==> src/rtl/core/assert_macros.svh <==
// Assertion macros for the SHA-1 core RTL.
`ifndef ASSERT_MACROS_SVH
`define ASSERT_MACROS_SVH

`ifndef SYNTH

// Property must hold at every rising clock edge outside reset.
`define SHA1_ASSERT(lbl, clk_s, rstn_s, prop) \
	lbl: assert property (@(posedge clk_s) disable iff (!rstn_s) (prop)) \
		else $error("sha1 core: assertion failed");

// Condition must never be true at a rising clock edge outside reset.
`define SHA1_NEVER(lbl, clk_s, rstn_s, cond) \
	lbl: assert property (@(posedge clk_s) disable iff (!rstn_s) !(cond)) \
		else $error("sha1 core: forbidden condition seen");

`else

`define SHA1_ASSERT(lbl, clk_s, rstn_s, prop)
`define SHA1_NEVER(lbl, clk_s, rstn_s, cond)

`endif

`endif

==> src/rtl/core/sha1_pkg.sv <==
// Package with SHA-1 core constants, state type and helper functions.
package sha1_pkg;

	localparam int unsigned BYTE_W  = 8;
	localparam int unsigned WORD_W  = 32;
	localparam int unsigned CNT_W   = 64;
	localparam int unsigned BLOCK_W = 512;
	localparam int unsigned IDX_W   = 3;
	localparam int unsigned N_WORDS = 5;
	localparam int unsigned RND_W   = 7;
	localparam int unsigned POS_W   = 6;

	localparam logic [RND_W-1:0] ROUNDS     = 7'd80;
	localparam logic [RND_W-1:0] LAST_ROUND = 7'd79;
	localparam logic [RND_W-1:0] PH1_END    = 7'd20;
	localparam logic [RND_W-1:0] PH2_END    = 7'd40;
	localparam logic [RND_W-1:0] PH3_END    = 7'd60;

	localparam logic [POS_W-1:0] LAST_POS = 6'd63;
	localparam logic [POS_W-1:0] LEN_POS  = 6'd56;
	localparam logic [POS_W-1:0] FIT_POS  = 6'd55;

	localparam logic [BYTE_W-1:0] PAD_MARK  = 8'h80;
	localparam logic [BYTE_W-1:0] ZERO_BYTE = 8'h00;
	localparam logic [CNT_W-1:0]  BYTE_BITS = 64'd8;

	localparam logic [IDX_W-1:0] LAST_IDX = 3'd4;

	localparam logic [WORD_W-1:0] K_PH1 = 32'h5A827999;
	localparam logic [WORD_W-1:0] K_PH2 = 32'h6ED9EBA1;
	localparam logic [WORD_W-1:0] K_PH3 = 32'h8F1BBCDC;
	localparam logic [WORD_W-1:0] K_PH4 = 32'hCA62C1D6;

	localparam logic [WORD_W-1:0] SHA1_IV [N_WORDS] = '{
		32'h67452301, 32'hEFCDAB89, 32'h98BADCFE, 32'h10325476, 32'hC3D2E1F0
	};

	typedef enum logic [4:0] {
		ST_IDLE = 5'b00001,
		ST_PAD  = 5'b00010,
		ST_RND  = 5'b00100,
		ST_ADD  = 5'b01000,
		ST_DONE = 5'b10000
	} sha1_state_t;

	function automatic logic [WORD_W-1:0] rotl1(input logic [WORD_W-1:0] v);
		return {v[WORD_W-2:0], v[WORD_W-1]};
	endfunction

	function automatic logic [WORD_W-1:0] rotl5(input logic [WORD_W-1:0] v);
		return {v[WORD_W-6:0], v[WORD_W-1:WORD_W-5]};
	endfunction

	function automatic logic [WORD_W-1:0] rotl30(input logic [WORD_W-1:0] v);
		return {v[1:0], v[WORD_W-1:2]};
	endfunction

	// Word i of the schedule window, word 0 being the oldest.
	function automatic logic [WORD_W-1:0] msg_word(input logic [BLOCK_W-1:0] m,
			input int unsigned i);
		return m[BLOCK_W-1-WORD_W*i -: WORD_W];
	endfunction

endpackage

==> src/rtl/core/sha1_in_if.sv <==
// Input channel interface: append or finish items.
interface sha1_in_if;
	import sha1_pkg::*;

	logic              valid;
	logic              ready;
	logic              action;
	logic [BYTE_W-1:0] data_byte;

	modport source (output valid, action, data_byte, input ready);
	modport sink   (input valid, action, data_byte, output ready);
endinterface

==> src/rtl/core/sha1_out_if.sv <==
// Output channel interface: digest words.
interface sha1_out_if;
	import sha1_pkg::*;

	logic              valid;
	logic              ready;
	logic [WORD_W-1:0] digest_word;
	logic [IDX_W-1:0]  word_index;
	logic              last;

	modport source (output valid, digest_word, word_index, last, input ready);
	modport sink   (input valid, digest_word, word_index, last, output ready);
endinterface

==> src/rtl/core/sha1_hash_engine.sv <==
// SHA-1 hash engine top level: byte-serial input, one compression round per cycle.
// Append transfer: a byte that fills the block starts the 80 rounds and then the chaining add.
// Finish transfer: padding shifts in one pad byte at a time (up to 64, or 72 over two blocks),
// each block then runs its rounds and add, then the digest bank loads once it has drained;
// words go out 1 per cycle while out_ch.ready is high. No byte is taken outside ST_IDLE.
// arst_n low clears the sequencer, loads the initial chaining values and zeroes the count.
`include "assert_macros.svh"

module sha1_hash_engine (
	input  logic        clk,
	input  logic        arst_n,
	sha1_in_if.sink     in_ch,
	sha1_out_if.source  out_ch
);
	import sha1_pkg::*;

	// Sequencer
	sha1_state_t        state_q;
	logic [RND_W-1:0]   rnd_q;

	// Hash state
	logic [WORD_W-1:0]  chain_q [N_WORDS];
	logic [CNT_W-1:0]   bit_total_q;

	// Block buffer doubles as the 16-word schedule window.
	// Bytes shift in at the low end; after 64 bytes the first byte sits at the top.
	logic [BLOCK_W-1:0] msg_q;

	// Round working registers
	logic [WORD_W-1:0]  a_q, b_q, c_q, d_q, e_q;

	// Padding control
	logic               pad_q;    // current compression belongs to a finish
	logic               first_q;  // next pad byte is the 0x80 marker
	logic               final_q;  // this pad block carries the length
	logic [POS_W-1:0]   pos_q;    // byte position inside the pad block
	logic [CNT_W-1:0]   len_q;    // message length, shifts out msb byte first

	// Digest bank: lets the next message start while words drain
	logic [WORD_W-1:0]  out_words_q [N_WORDS];
	logic [IDX_W-1:0]   out_idx_q;
	logic               out_busy_q;

	logic               in_xfer;
	logic               out_xfer;
	logic [POS_W-1:0]   fill_pos;
	logic [BYTE_W-1:0]  pad_byte;
	logic [WORD_W-1:0]  w_cur;
	logic [WORD_W-1:0]  w_next;
	logic [WORD_W-1:0]  f_val;
	logic [WORD_W-1:0]  k_val;
	logic [WORD_W-1:0]  t_sum;

	assign in_xfer  = in_ch.valid & in_ch.ready;
	assign out_xfer = out_ch.valid & out_ch.ready;

	// Byte position follows directly from the bit count.
	assign fill_pos = bit_total_q[POS_W+2:3];

	// Pad byte: marker first, length bytes at the tail of the final block, zeros elsewhere.
	// The marker always lands below the length field in the final block.
	always_comb begin
		if (first_q) begin
			pad_byte = PAD_MARK;
		end else if (final_q && (pos_q >= LEN_POS)) begin
			pad_byte = len_q[CNT_W-1 -: BYTE_W];
		end else begin
			pad_byte = ZERO_BYTE;
		end
	end

	// Schedule: w[t] is the oldest word; w[t+16] is pushed in each round.
	// Pushing during the first 16 rounds too keeps the window aligned.
	assign w_cur  = msg_word(msg_q, 0);
	assign w_next = rotl1(msg_word(msg_q, 13) ^ msg_word(msg_q, 8) ^
		msg_word(msg_q, 2) ^ msg_word(msg_q, 0));

	// Round function and constant by round group
	always_comb begin
		if (rnd_q < PH1_END) begin
			f_val = (b_q & c_q) | (~b_q & d_q);
			k_val = K_PH1;
		end else if (rnd_q < PH2_END) begin
			f_val = b_q ^ c_q ^ d_q;
			k_val = K_PH2;
		end else if (rnd_q < PH3_END) begin
			f_val = (b_q & c_q) | (b_q & d_q) | (c_q & d_q);
			k_val = K_PH3;
		end else begin
			f_val = b_q ^ c_q ^ d_q;
			k_val = K_PH4;
		end
	end

	// The one shared adder chain of the round unit
	assign t_sum = rotl5(a_q) + f_val + e_q + k_val + w_cur;

	assign in_ch.ready        = (state_q == ST_IDLE);
	assign out_ch.valid       = out_busy_q;
	assign out_ch.digest_word = out_words_q[0];
	assign out_ch.word_index  = out_idx_q;
	assign out_ch.last        = (out_idx_q == LAST_IDX);

	// Control and hash state
	always_ff @(posedge clk or negedge arst_n) begin
		if (!arst_n) begin
			state_q     <= ST_IDLE;
			rnd_q       <= '0;
			bit_total_q <= '0;
			pad_q       <= 1'b0;
			first_q     <= 1'b0;
			final_q     <= 1'b0;
			pos_q       <= '0;
			out_idx_q   <= '0;
			out_busy_q  <= 1'b0;
			for (int i = 0; i < N_WORDS; i++) begin
				chain_q[i] <= SHA1_IV[i];
			end
		end else begin
			case (state_q)
				ST_IDLE: begin
					if (in_xfer) begin
						if (!in_ch.action) begin
							bit_total_q <= bit_total_q + BYTE_BITS;
							pad_q       <= 1'b0;
							if (fill_pos == LAST_POS) begin
								rnd_q   <= '0;
								state_q <= ST_RND;
							end
						end else begin
							// Finish: the 0x80 marker and the length fit in this block
							// only when at most 55 bytes are already there.
							pad_q   <= 1'b1;
							first_q <= 1'b1;
							final_q <= (fill_pos <= FIT_POS);
							pos_q   <= fill_pos;
							state_q <= ST_PAD;
						end
					end
				end
				ST_PAD: begin
					first_q <= 1'b0;
					pos_q   <= pos_q + 1'b1;
					if (pos_q == LAST_POS) begin
						rnd_q   <= '0;
						state_q <= ST_RND;
					end
				end
				ST_RND: begin
					rnd_q <= rnd_q + 1'b1;
					if (rnd_q == LAST_ROUND) begin
						state_q <= ST_ADD;
					end
				end
				ST_ADD: begin
					chain_q[0] <= chain_q[0] + a_q;
					chain_q[1] <= chain_q[1] + b_q;
					chain_q[2] <= chain_q[2] + c_q;
					chain_q[3] <= chain_q[3] + d_q;
					chain_q[4] <= chain_q[4] + e_q;
					if (!pad_q) begin
						state_q <= ST_IDLE;
					end else if (final_q) begin
						state_q <= ST_DONE;
					end else begin
						// Marker block done; a second block carries the length.
						final_q <= 1'b1;
						state_q <= ST_PAD;
					end
				end
				ST_DONE: begin
					// Wait for the bank to drain, then restart the message.
					if (!out_busy_q) begin
						out_busy_q  <= 1'b1;
						out_idx_q   <= '0;
						bit_total_q <= '0;
						pad_q       <= 1'b0;
						final_q     <= 1'b0;
						state_q     <= ST_IDLE;
						for (int i = 0; i < N_WORDS; i++) begin
							chain_q[i] <= SHA1_IV[i];
						end
					end
				end
				default: begin
					state_q <= ST_IDLE;
				end
			endcase

			// A word transfer can only happen while the bank is full,
			// so it never collides with the load in ST_DONE.
			if (out_xfer) begin
				out_idx_q <= out_idx_q + 1'b1;
				if (out_idx_q == LAST_IDX) begin
					out_busy_q <= 1'b0;
				end
			end
		end
	end

	// Payload registers: block buffer, round words, length, digest bank
	always_ff @(posedge clk) begin
		if ((state_q == ST_IDLE) && in_xfer) begin
			if (!in_ch.action) begin
				msg_q <= {msg_q[BLOCK_W-BYTE_W-1:0], in_ch.data_byte};
			end else begin
				len_q <= bit_total_q;
			end
		end
		if ((state_q == ST_IDLE) && in_xfer && !in_ch.action && (fill_pos == LAST_POS)) begin
			a_q <= chain_q[0];
			b_q <= chain_q[1];
			c_q <= chain_q[2];
			d_q <= chain_q[3];
			e_q <= chain_q[4];
		end
		if (state_q == ST_PAD) begin
			msg_q <= {msg_q[BLOCK_W-BYTE_W-1:0], pad_byte};
			if (final_q && !first_q && (pos_q >= LEN_POS)) begin
				len_q <= {len_q[CNT_W-BYTE_W-1:0], ZERO_BYTE};
			end
			if (pos_q == LAST_POS) begin
				a_q <= chain_q[0];
				b_q <= chain_q[1];
				c_q <= chain_q[2];
				d_q <= chain_q[3];
				e_q <= chain_q[4];
			end
		end
		if (state_q == ST_RND) begin
			msg_q <= {msg_q[BLOCK_W-WORD_W-1:0], w_next};
			e_q   <= d_q;
			d_q   <= c_q;
			c_q   <= rotl30(b_q);
			b_q   <= a_q;
			a_q   <= t_sum;
		end
		if ((state_q == ST_DONE) && !out_busy_q) begin
			for (int i = 0; i < N_WORDS; i++) begin
				out_words_q[i] <= chain_q[i];
			end
		end else if (out_xfer) begin
			for (int i = 0; i < N_WORDS - 1; i++) begin
				out_words_q[i] <= out_words_q[i+1];
			end
		end
	end

	// Checks on sequencer and digest bank
	`SHA1_ASSERT(a_rnd_range, clk, arst_n, (state_q == ST_RND) |-> (rnd_q < ROUNDS))
	`SHA1_NEVER(a_len_vs_mark, clk, arst_n, (state_q == ST_PAD) && final_q && first_q && (pos_q >= LEN_POS))
	`SHA1_ASSERT(a_last_frees_bank, clk, arst_n, (out_xfer && out_ch.last) |=> !out_busy_q)
	`SHA1_ASSERT(a_done_waits, clk, arst_n, (state_q == ST_DONE && out_busy_q) |=> (state_q == ST_DONE))

endmodule
==> src/flat_wrapper.sv <==
// flat-port wrapper written by rule: the top's interface ports become plain ports
module sha1_hash_engine_flat import sha1_pkg::*;
  (clk, arst_n, in_ch_valid, in_ch_action, in_ch_data_byte, in_ch_ready, out_ch_valid, out_ch_digest_word, out_ch_word_index, out_ch_last, out_ch_ready);
  sha1_in_if in_ch_i ();
  sha1_out_if out_ch_i ();
  input  logic clk;
  input  logic arst_n;
  input wire logic [$bits(in_ch_i.valid)-1:0] in_ch_valid;
  input wire logic [$bits(in_ch_i.action)-1:0] in_ch_action;
  input wire logic [$bits(in_ch_i.data_byte)-1:0] in_ch_data_byte;
  output wire logic [$bits(in_ch_i.ready)-1:0] in_ch_ready;
  output wire logic [$bits(out_ch_i.valid)-1:0] out_ch_valid;
  output wire logic [$bits(out_ch_i.digest_word)-1:0] out_ch_digest_word;
  output wire logic [$bits(out_ch_i.word_index)-1:0] out_ch_word_index;
  output wire logic [$bits(out_ch_i.last)-1:0] out_ch_last;
  input wire logic [$bits(out_ch_i.ready)-1:0] out_ch_ready;
  assign in_ch_i.valid = in_ch_valid;
  assign in_ch_i.action = in_ch_action;
  assign in_ch_i.data_byte = in_ch_data_byte;
  assign in_ch_ready = in_ch_i.ready;
  assign out_ch_valid = out_ch_i.valid;
  assign out_ch_digest_word = out_ch_i.digest_word;
  assign out_ch_word_index = out_ch_i.word_index;
  assign out_ch_last = out_ch_i.last;
  assign out_ch_i.ready = out_ch_ready;
  sha1_hash_engine u_core (.clk(clk), .arst_n(arst_n), .in_ch(in_ch_i), .out_ch(out_ch_i));
endmodule
==> config.mk <==
export PLATFORM = sky130hd
export DESIGN_NAME = sha1_hash_engine_flat
export DESIGN_NICKNAME = d
export VERILOG_FILES = /design/src/rtl/core/sha1_pkg.sv /design/src/rtl/core/sha1_in_if.sv /design/src/rtl/core/sha1_out_if.sv /design/src/rtl/core/sha1_hash_engine.sv /design/src/flat_wrapper.sv
export VERILOG_INCLUDE_DIRS = /design/src /design/src/rtl/core
export SDC_FILE = /design/constraint.sdc
export NUM_CORES = 2
export LEC_CHECK = 0
export BUFFER_PORTS_ARGS = -buffer_cell sky130_fd_sc_hd__clkbuf_2
export CORE_UTILIZATION = 55
export DETAILED_ROUTE_END_ITERATION = 7
export GPL_TIMING_DRIVEN = 0
export PLACE_DENSITY_LB_ADDON = 0.1
export SETUP_SLACK_MARGIN = 0.05
export SKIP_LAST_GASP = 1
export SYNTH_ARGS = -nofsm -noshare
export SYNTH_HDL_FRONTEND = slang
export SYNTH_SLANG_ARGS = --single-unit
==> constraint.sdc <==
create_clock -name clk -period 31 [get_ports clk]
set_clock_uncertainty 0.15 [all_clocks]
set_input_delay 1.55 -clock clk [delete_from_list [all_inputs] [get_ports clk]]
set_output_delay 1.55 -clock clk [all_outputs]
set_load 0.01 [all_outputs]
==> run metrics <==
outcome complete, but fails checks; failing checks max-capacitance violations, max-slew violations; most used cell, CP fa_1; maximum buffer depth of the clock tree 3; Multi-input gate area approximately 28000 µm²; FP Rows around 120; Crit-path slowest cell buf_1; Slew HR -6.94%; dpl hpwl around 150 mm; CP bufs+invs 4; CTS Buf Count 130; core area ~110000 µm²; drt pass-1 iters 8; num ports slightly above 50; Final setup viols 0; Clock Pin Slew Worst Setup and Hold Paths roughly 0.07 ns; leakage power around 30 nW; die area around 110000 µm²; Gate Count Post-Synth 6235; PortBufs 50; cts hold-fix bufs 0; Setup CP Type register to register; Mapped Avg Cell Area about 9.8 µm²; clock sinks 1142; CP max stage delay 1.03 ns; Slew @ Worst Pin between 1.5 and 2 ns; largest net degree at the start of global routing 95; nets roughly 6800; CTS tree built; vias in the first global route about 46000; initial antenna violation count 4; syn nets about 6600; Post-CTS Resized 0; die span in y between 300 and 400 µm; Seq/Total Area, Yosys 50.4%; CP Launch Type register; hold slack 0.310 ns; root buffer cell clkbuf_16; drt wl/cell about 25 µm; maximum VDD drop about 0.086 mV; initial DRC count between 5000 and 6000; ANT nets after route 0; Congestion Overflow GR 0; Die Width between 300 and 400 µm; total length of routed wires approximately 200 mm; Initial Util between 50 and 60%; Power Total roughly 7.3 mW; WP data required roughly 31 ns; # Max-Cap Violations 3; HP Class register to register; GRT Overall Usage a little over a third; #FFs+latches synth between 1000 and 1500; Sequential cell area ~31000 µm²; CP max FO 11; postcts setup bufs 0; RSZ-0062 raised after global routing no; Layout area overhead 11.2%; asr flop ratio synth a little over a fifth; Post-Syn Area 61400 µm²; CP endpoint kind register; pwr/cell area 108 nW/µm²; diodes inserted 0; worst reg2reg setup slack between 20 and 25 ns; Cell Chain, Critical Path and3_1, nor3_1, clkinv_1, nand2_1, buf_1, nor2_1, nor2_1, fa_1, fa_1, inv_1, fa_1, inv_1, ha_1, a21o_1, a21oi_1, o21ai_0, a221oi_2, a21oi_1, o31ai_1, a21boi_0, or3_1, a31o_2; worst-skew pair later-pin latency between 0.7 and 0.8 ns; Fill cells between 9000 and 10000; period utilisation layout 30.5%; Yosys warnings 0; Netlist cell types 93; Max Clock Freq about 0.11 GHz; H-tree level count 4; routability cong. 1.03; fin crit period between 9 and 10 ns; DRC 0; Setup TNS 0 ns; layout cell share with drive strength beyond 1 8.72%; CP top delay family simple AND/OR/NAND/NOR gates; critical path arrival ~10 ns; Final Hold Vio Count 0; Top FF cell, synth edfxtp_1; EDFF count, synth ~670; max-slew violations 33; global-route wire length before repair 291 mm; Vias/cell ~5.9; via count 47449
## cells in the mapped netlist (10+ instances only)
cell type  instances  area share (%)
a21o_1            92             1.1
dfstp_2           81             3.5
xor2_1            88             1.3
xnor2_1          197             2.8
a22o_1            10            0.14
nor3_1            64            0.52
o21ai_0          497             4.1
a21oi_1          253             2.1
a31oi_1           18            0.18
o32ai_1           22            0.31
a211oi_1          34            0.42
dfrtp_1          165             6.7
nor2_1           239             1.5
nand4_1           14            0.14
buf_1             24            0.15
fa_1             124             4.0
nand2b_1          39            0.40
and2_1            11            0.11
ha_1             226             4.6
o21bai_1          22            0.27
o31ai_1           17            0.21
clkbuf_1         243             1.5
buf_2             18            0.15
or3_1             25            0.25
and3_1            26            0.26
o21a_1            23            0.28
mux2_2           129             2.4
nand3_1          118            0.96
dfxtp_1          224             7.3
nor2b_1           57            0.58
mux2i_1          220             3.6
nand2_1         1795              11
buf_4             32            0.39
inv_1            225             1.4
edfxtp_1         672              33
## metrics by stage
stage / std cells / worst slack (ns) / area [µm²] / util, %
final: 8027 / 21.54 / 68300 / 61.7
after global routing: 8027 / 21.49 / 68300 / 61.7
after CTS: 8027 / 21.82 / 68300 / 61.7
after detailed placement: 7787 / 21.89 / 63900 / 57.8
after global placement: 7773 / 4.24 / 63500 / 57.4
after floorplan: 6235 / 12.98 / 61400 / -
## routing by layer
metal  share of wire, %  GRT usage [%]
met1                 40           45.2
met2                 47           57.2
met3                6.9           4.42
met4                6.0           19.2
met5                  0              0
## cell type report
cell class / count / area share [%]
plain buffers: 321 / 2.03
clock buffers: 176 / 5.47
clock inverters: 64 / 0.942
inverters: 226 / 1.24
multi-input cells: 4546 / 41.4
flip-flops and latches: 1142 / 45.3
well taps: 1488 / 2.73
repair buffers: 64 / 0.921
## worst min-delay path, cell delays in order (launching register included)
cell,delay [ns]
dfxtp_1,0.33
nand2_1,0.05
o21ai_0,0.06
## cells by family after synthesis
group / count (synthesis) / share of synthesized area, %
simple gates: 2455 / 16.6
buf+inv: 547 / 3.64
fa+ha+maj: 350 / 8.65
compound gates: 1107 / 10.8
xor+xnor: 285 / 4.06
mux: 349 / 5.95
flops: 1142 / 50.4
## cells in the final DEF (no fill, tap or decap), drive strengths merged, types with 57 or more instances in the layout
master,n
mux2i,220
nor2b,57
nand2,1795
o21ai,498
mux2,129
dfxtp,224
clkbuf,472
dfrtp,165
a21oi,253
ha,226
buf,89
nor2,239
dfstp,81
edfxtp,672
a21o,92
inv,231
nor3,67
nand3,120
fa,124
xor2,88
xnor2,197
## state kept, by name (all words and copies together) (netlist names)
register and flops:
u_core.bit_total_q 61, u_core.final_q 1, u_core.state_q 5, u_core.e_q 32, u_core.a_q 32, u_core.chain_q 160
u_core.len_q 64, u_core.pos_q 6, u_core.out_ch.word_index 3, u_core.b_q 32, u_core.c_q 32, u_core.out_ch.valid 1
u_core.rnd_q 7, u_core.out_words_q 160, u_core.pad_q 1, u_core.d_q 32, u_core.msg_q 512, u_core.first_q 1
## power breakdown
group / internal, mW / leakage, nW / total [mW] / switching (mW)
clock network: 0.934 / 2.15 / 1.59 / 0.656
registers: 2.09 / 11.2 / 2.46 / 0.368
logic: 1.37 / 16.5 / 3.30 / 1.93
## final timing paths
kind | start | to | depth (start not counted)
min reg2reg | u_core.len_q[1]$_DFF_P_ | u_core.len_q[9]$_DFF_P_ | 2
min | u_core.len_q[1]$_DFF_P_ | u_core.len_q[9]$_DFF_P_ | 2
max reg2reg | u_core.rnd_q[4]$_DFFE_PN0P_ | u_core.a_q[28]$_DFF_P_ | 22
max | u_core.rnd_q[4]$_DFFE_PN0P_ | u_core.a_q[28]$_DFF_P_ | 22
max in group asynchronous | arst_n | u_core.bit_total_q[45]$_DFFE_PN0P_ | 2
min in group asynchronous | arst_n | u_core.chain_q[72]$_DFFE_PN0P_ | 1
(Power assumes the default switching activity.)
